--- src/hdl/assert_macros.svh ---
// Assertion helpers shared by the RTL. Each is empty when SYNTHESIS is defined.
`ifndef ASSERT_MACROS_SVH
`define ASSERT_MACROS_SVH

`ifndef SYNTHESIS
`define ASSERT_IMPLIES(label, clk, rst_n, cond, prop) \
	label: assert property (@(posedge clk) disable iff (!rst_n) (cond) |-> (prop)) \
		else $error("assertion failed");
`define ASSERT_NEXT(label, clk, rst_n, cond, prop) \
	label: assert property (@(posedge clk) disable iff (!rst_n) (cond) |=> (prop)) \
		else $error("assertion failed");
`else
`define ASSERT_IMPLIES(label, clk, rst_n, cond, prop)
`define ASSERT_NEXT(label, clk, rst_n, cond, prop)
`endif

`endif

--- src/hdl/rsb_pkg.sv ---
package rsb_pkg;

	localparam int SPRITE_SIDE = 128;
	localparam int SIDE_W      = $clog2(SPRITE_SIDE);
	localparam int STORE_DEPTH = SPRITE_SIDE * SPRITE_SIDE;
	localparam int STORE_AW    = $clog2(STORE_DEPTH);

	localparam int CFG_IDX_W  = 3;
	localparam int CFG_DATA_W = 18;

	typedef enum logic [CFG_IDX_W-1:0] {
		REG_SIN_VAL      = 3'd0,
		REG_COS_VAL      = 3'd1,
		REG_DST_PIVOT_X  = 3'd2,
		REG_DST_PIVOT_Y  = 3'd3,
		REG_ORG_X        = 3'd4,
		REG_ORG_Y        = 3'd5,
		REG_USED_W       = 3'd6,
		REG_USED_H       = 3'd7
	} cfg_reg_t;

	localparam logic REQ_LOAD  = 1'b0;
	localparam logic REQ_PIXEL = 1'b1;

	typedef struct packed {
		logic        req_type;
		logic [6:0]  load_col;
		logic [6:0]  load_row;
		logic [31:0] load_pixel;
		logic [10:0] dst_x;
		logic [10:0] dst_y;
	} req_t;

	typedef struct packed {
		logic        write_enable;
		logic [10:0] out_x;
		logic [10:0] out_y;
		logic [31:0] out_pixel;
	} res_t;

	typedef struct packed {
		logic signed [17:0] sin_val;
		logic signed [17:0] cos_val;
		logic signed [12:0] dst_pivot_x;
		logic signed [12:0] dst_pivot_y;
		logic signed [10:0] org_x;
		logic signed [10:0] org_y;
		logic [7:0]         used_w;
		logic [7:0]         used_h;
	} cfg_t;

	// Transform result handed to the store stage.
	typedef struct packed {
		logic               valid;
		req_t               req;
		logic signed [17:0] sx;
		logic signed [17:0] sy;
	} xf_t;

	// Store lookup result handed to the output register.
	typedef struct packed {
		logic        valid;
		logic        hit;
		logic [10:0] x;
		logic [10:0] y;
		logic [31:0] texel;
	} st_t;

endpackage

--- src/hdl/rsb_xform.sv ---
module rsb_xform
	import rsb_pkg::*;
(
	input  logic clk,
	input  logic arst_n,
	input  logic adv,
	input  logic in_valid,
	input  req_t in_data,
	input  cfg_t cfg,
	output xf_t  xf
);

	logic               v_s1, v_s2, v_s3;
	req_t               req_s1, req_s2, req_s3;
	logic signed [13:0] rx_s1, ry_s1;
	logic signed [31:0] rxc_s2, rys_s2, ryc_s2, rxs_s2;
	logic signed [17:0] sx_s3, sy_s3;

	logic signed [13:0] rx_c, ry_c;
	logic signed [31:0] rxc_c, rys_c, ryc_c, rxs_c;
	logic signed [32:0] sum_x, sum_y;
	logic signed [17:0] sx_c, sy_c;

	assign rx_c = $signed({3'b000, in_data.dst_x}) - $signed({cfg.dst_pivot_x[12], cfg.dst_pivot_x});
	assign ry_c = $signed({3'b000, in_data.dst_y}) - $signed({cfg.dst_pivot_y[12], cfg.dst_pivot_y});

	assign rxc_c = rx_s1 * cfg.cos_val;
	assign rys_c = ry_s1 * cfg.sin_val;
	assign ryc_c = ry_s1 * cfg.cos_val;
	assign rxs_c = rx_s1 * cfg.sin_val;

	assign sum_x = $signed({rxc_s2[31], rxc_s2}) + $signed({rys_s2[31], rys_s2});
	assign sum_y = $signed({ryc_s2[31], ryc_s2}) - $signed({rxs_s2[31], rxs_s2});

	// Dropping the low 16 bits of a two's complement sum floors it.
	assign sx_c = $signed({{7{cfg.org_x[10]}}, cfg.org_x})
		+ $signed({sum_x[32], sum_x[32:16]});
	assign sy_c = $signed({{7{cfg.org_y[10]}}, cfg.org_y})
		+ $signed({sum_y[32], sum_y[32:16]});

	always_ff @(posedge clk or negedge arst_n) begin
		if (!arst_n) begin
			v_s1 <= 1'b0;
			v_s2 <= 1'b0;
			v_s3 <= 1'b0;
		end else if (adv) begin
			v_s1 <= in_valid;
			v_s2 <= v_s1;
			v_s3 <= v_s2;
		end
	end

	always_ff @(posedge clk) begin
		if (adv) begin
			req_s1 <= in_data;
			rx_s1  <= rx_c;
			ry_s1  <= ry_c;
			req_s2 <= req_s1;
			rxc_s2 <= rxc_c;
			rys_s2 <= rys_c;
			ryc_s2 <= ryc_c;
			rxs_s2 <= rxs_c;
			req_s3 <= req_s2;
			sx_s3  <= sx_c;
			sy_s3  <= sy_c;
		end
	end

	assign xf = '{valid: v_s3, req: req_s3, sx: sx_s3, sy: sy_s3};

endmodule

--- config.mk ---
export PLATFORM = sky130hd
export DESIGN_NAME = rsb_xform
export DESIGN_NICKNAME = d
export VERILOG_FILES = /design/src/hdl/assert_macros.svh /design/src/hdl/rsb_pkg.sv /design/src/hdl/rsb_xform.sv
export SDC_FILE = /design/constraint.sdc
export NUM_CORES = 2
export LEC_CHECK = 0
export ABC_AREA = 1
export BUFFER_PORTS_ARGS = -buffer_cell sky130_fd_sc_hd__buf_2
export CAP_MARGIN = 20
export CORE_ASPECT_RATIO = 2
export CORE_MARGIN = 2
export CORE_UTILIZATION = 60
export CTS_BUF_LIST = sky130_fd_sc_hd__clkbuf_16
export CTS_CLUSTER_SIZE = 28
export DETAILED_ROUTE_END_ITERATION = 8
export PLACE_DENSITY_LB_ADDON = 0.25
export REMOVE_ABC_BUFFERS = 1
export SLEW_MARGIN = 20
export SYNTH_ARGS = -nofsm -noshare
export SYNTH_HDL_FRONTEND = slang
export SYNTH_SLANG_ARGS = --single-unit
--- constraint.sdc ---
create_clock -name clk -period 7.26 [get_ports clk]
set_clock_uncertainty 0.2 [all_clocks]
set_input_delay 0.363 -clock clk [delete_from_list [all_inputs] [get_ports clk]]
set_output_delay 0.363 -clock clk [all_outputs]
set_load 0.02 [all_outputs]
==> impl_metrics.csv <==
group,metric,value,unit
status,status,"complete, no violations",
sta,hold_viol,0,
logic_synthesis,synth_async_sr_flop_share,0.00746,
critical_path,crit_required,7.43,ns
clock_network,cts_sinks,402,
drt,num_vias,45800,
critical_path,cp-end-kind,"register",
logic_synthesis,synth_edf_count,399,
sta,finalSetupTns,0,ns
logic_synthesis,yosysSeqAreaShare,0.204,
cells_and_area,final_nets,8853,
floorplanning,num_rows,162,
logic_synthesis,synth_warnings,0,
sta,rsz0062_at_grt,"no",
critical_path,crit_path_start_kind,"register",
place,globalplace.congestion,0.937,
floorplanning,die_h,448,um
global_route,grt_antenna_before_repair,1,
run,max-cap-violations,0,
floorplanning,die_area,0.101,mm^2
cells_and_area,area_growth,8.04,%
clock_network,clk_pin_slew,0.08,ns
clock_network,cts_tree,"yes",
clock_network,clk_latency,0.62,ns
logic_synthesis,yosys.cell_types.count,53,
cells_and_area,drive_gt1_frac,0.0622,
floorplanning,die_x,226,um
logic_synthesis,syn_inst,7060,
clock_network,numCtsBuffers,38,
drt,final_antenna_net_count,0,
critical_path,crit_path_max_fanout,28,
sta,slew_violations,0,
sta,relSlewSlack,0.291,
clock_network,clock-root-buffer,"clkbuf_16",
sta,period_needed,6.65,ns
logic_synthesis,synth-main-ff-cell,"edfxtp_1",
sta,setup_viol,0,
clock_network,htreeDepth,2,
global_route,grt_pass1_vias,49200,
drt,drtPass1Iterations,6,
drt,drt_first_iter_violations,2734,
global_route,overflow,0,
floorplanning,initial_utilization,0.605,
clock_network,cts_setup_buffers,0,
drt,wl,153000,um
min_path,hold_path_class,"input port to register",
clock_network,cts.path.max_buffers,3,
global_route,grt_pass1_wl,246000,um
sta,worst_pin_slew,1.06,ns
global_route,track_usage,0.317,
logic_synthesis,ys_seq_elements,402,
place,dp_hpwl,125000,um
cells_and_area,antenna_cells,0,
logic_synthesis,netlist_area,0.0590,mm^2
critical_path,critical_path_class,"register to register",
drt,drcViolationCount,0,
sta,fin_crit_sh,0.916,
sta,fmax,0.150,GHz
logic_synthesis,syn_avg_cell_area,8.36,um^2
global_route,grt_max_degree,170,
critical_path,arrival,6.83,ns
floorplanning,coreArea,0.0975,mm^2
place,numPortBuffers,262,
drt,viasPerCell,5.31,
cells_and_area,fill_cells,8255,
floorplanning,ios,279,
drt,drt-wirelength-per-cell,17.8,um
## cells in the mapped netlist (6+ instances only)
master       n  share of area
inv_1     1981           0.13
nand2_1   1720           0.11
fa_1       976           0.33
ha_1       418          0.089
edfxtp_1   399           0.20
nor2_1     309          0.020
a21oi_1    253          0.021
nand3_1    200          0.017
clkbuf_1   174          0.011
o21ai_0    133          0.011
xor2_1     124          0.018
nand4_1     51         0.0054
xnor2_1     46         0.0068
buf_1       42         0.0027
nor3_1      41         0.0035
nand2_2     28         0.0030
a21o_1      24         0.0031
o21bai_1    21         0.0027
nor2_2      13         0.0014
a31oi_1     10         0.0011
o21ai_1      9        0.00076
nand3b_1     7        0.00089
o21a_1       7        0.00089
a21boi_0     6        0.00076
a21oi_2      6        0.00089
## layout by cell type (no fill, tap or decap), types with 124 or more instances in the layout
master,instances
a21oi_1,253
nand3_1,200
inv_1,1985
xor2_1,124
nand2_1,1720
edfxtp_1,399
ha_1,418
fa_1,976
o21ai_0,133
buf_2,261
nor2_1,309
## area by class of cell
cell class | count | area, um^2 | area share
clock inverter | 27 | 310 | 0.00487
sequential | 402 | 12100 | 0.189
inverter | 1985 | 7450 | 0.117
multi-input combinational | 4452 | 38700 | 0.606
timing repair buffer | 407 | 2660 | 0.0418
clock buffer | 39 | 976 | 0.0153
tap | 1312 | 1640 | 0.0257
## critical path, cell delays in order (launching register included)
cell	delay [ns]
edfxtp_1	0.40
buf_4	0.43
nand2_1	0.23
fa_1	0.57
fa_1	0.77
inv_1	0.18
fa_1	0.49
fa_1	0.50
fa_1	0.50
inv_1	0.05
fa_1	0.50
inv_1	0.04
ha_1	0.40
nand2_1	0.16
nor2_1	0.16
inv_1	0.09
nor2_1	0.16
nand4_1	0.11
nand3_1	0.11
xor2_1	0.34
## flip-flops by register name, summed over array words and instances (netlist names), 14 cells and up
register and count:
req_s1 69, req_s2 69, rx_s1 14, rxc_s2 32, rxs_s2 32, ry_s1 14
ryc_s2 32, rys_s2 32, sx_s3 18, sy_s3 18, xf 69
## kinds of logic (layout without fill, tap and decap cells)
logic type | count (synthesis) | after routing | share of synthesized area
AND/OR/NAND/NOR | 2404 | 2404 | 0.165
buffers and inverters | 2206 | 2458 | 0.141
flip-flops | 402 | 402 | 0.204
adder cells (fa/ha/maj) | 1394 | 1394 | 0.420
multiplexers | 1 | 1 | 0.000191
AO/OA/AOI/OAI | 483 | 483 | 0.0449
XOR/XNOR | 170 | 170 | 0.0252
## routing by layer
layer  GRT usage  up-vias  share of wire
met4       0.223        2          0.082
met3      0.0351      566          0.056
met5           0        -       0.000072
met1       0.341    22300           0.34
met2       0.574     1634           0.52
li1            -    21300              -
## final timing paths
kind	start	to	slack [ns]	depth (start not counted)
setup / recovery	ry_s1[2]	rys_s2[23]	0.61	19
hold / removal	adv	req_s2[15]	0.05	1
setup reg to reg	ry_s1[2]	rys_s2[23]	0.61	19
hold reg to reg	req_s2[4]	xf[40]	0.20	0
max in group asynchronous	arst_n	v_s3	6.25	3
min in group asynchronous	arst_n	v_s1	0.44	3
## timing repair
item | 4_1_cts | 5_1_grt
hold buffers | 86 | 0
hold endpoints to repair | 87 | 0
endpoints found under the setup margin | 0 | 0
resized for setup | 0 | 0
## stage by stage
step | hold WS [ns] | std cells | utilization | area [um^2] | worst slack (ns)
after floorplan | -0.133 | 6839 | - | 58200 | 1.27
after global placement | -0.0432 | 8472 | 0.632 | 61600 | 0.732
after detailed placement | -0.0404 | 8472 | 0.632 | 61600 | 0.642
after CTS | 0.0442 | 8624 | 0.654 | 63800 | 0.652
after global routing | 0.0765 | 8624 | 0.654 | 63800 | 0.331
final | 0.0516 | 8624 | 0.654 | 63800 | 0.607
Power is not shown: default switching activity piles up to over one toggle a cycle in this logic, so the estimate is an artifact.
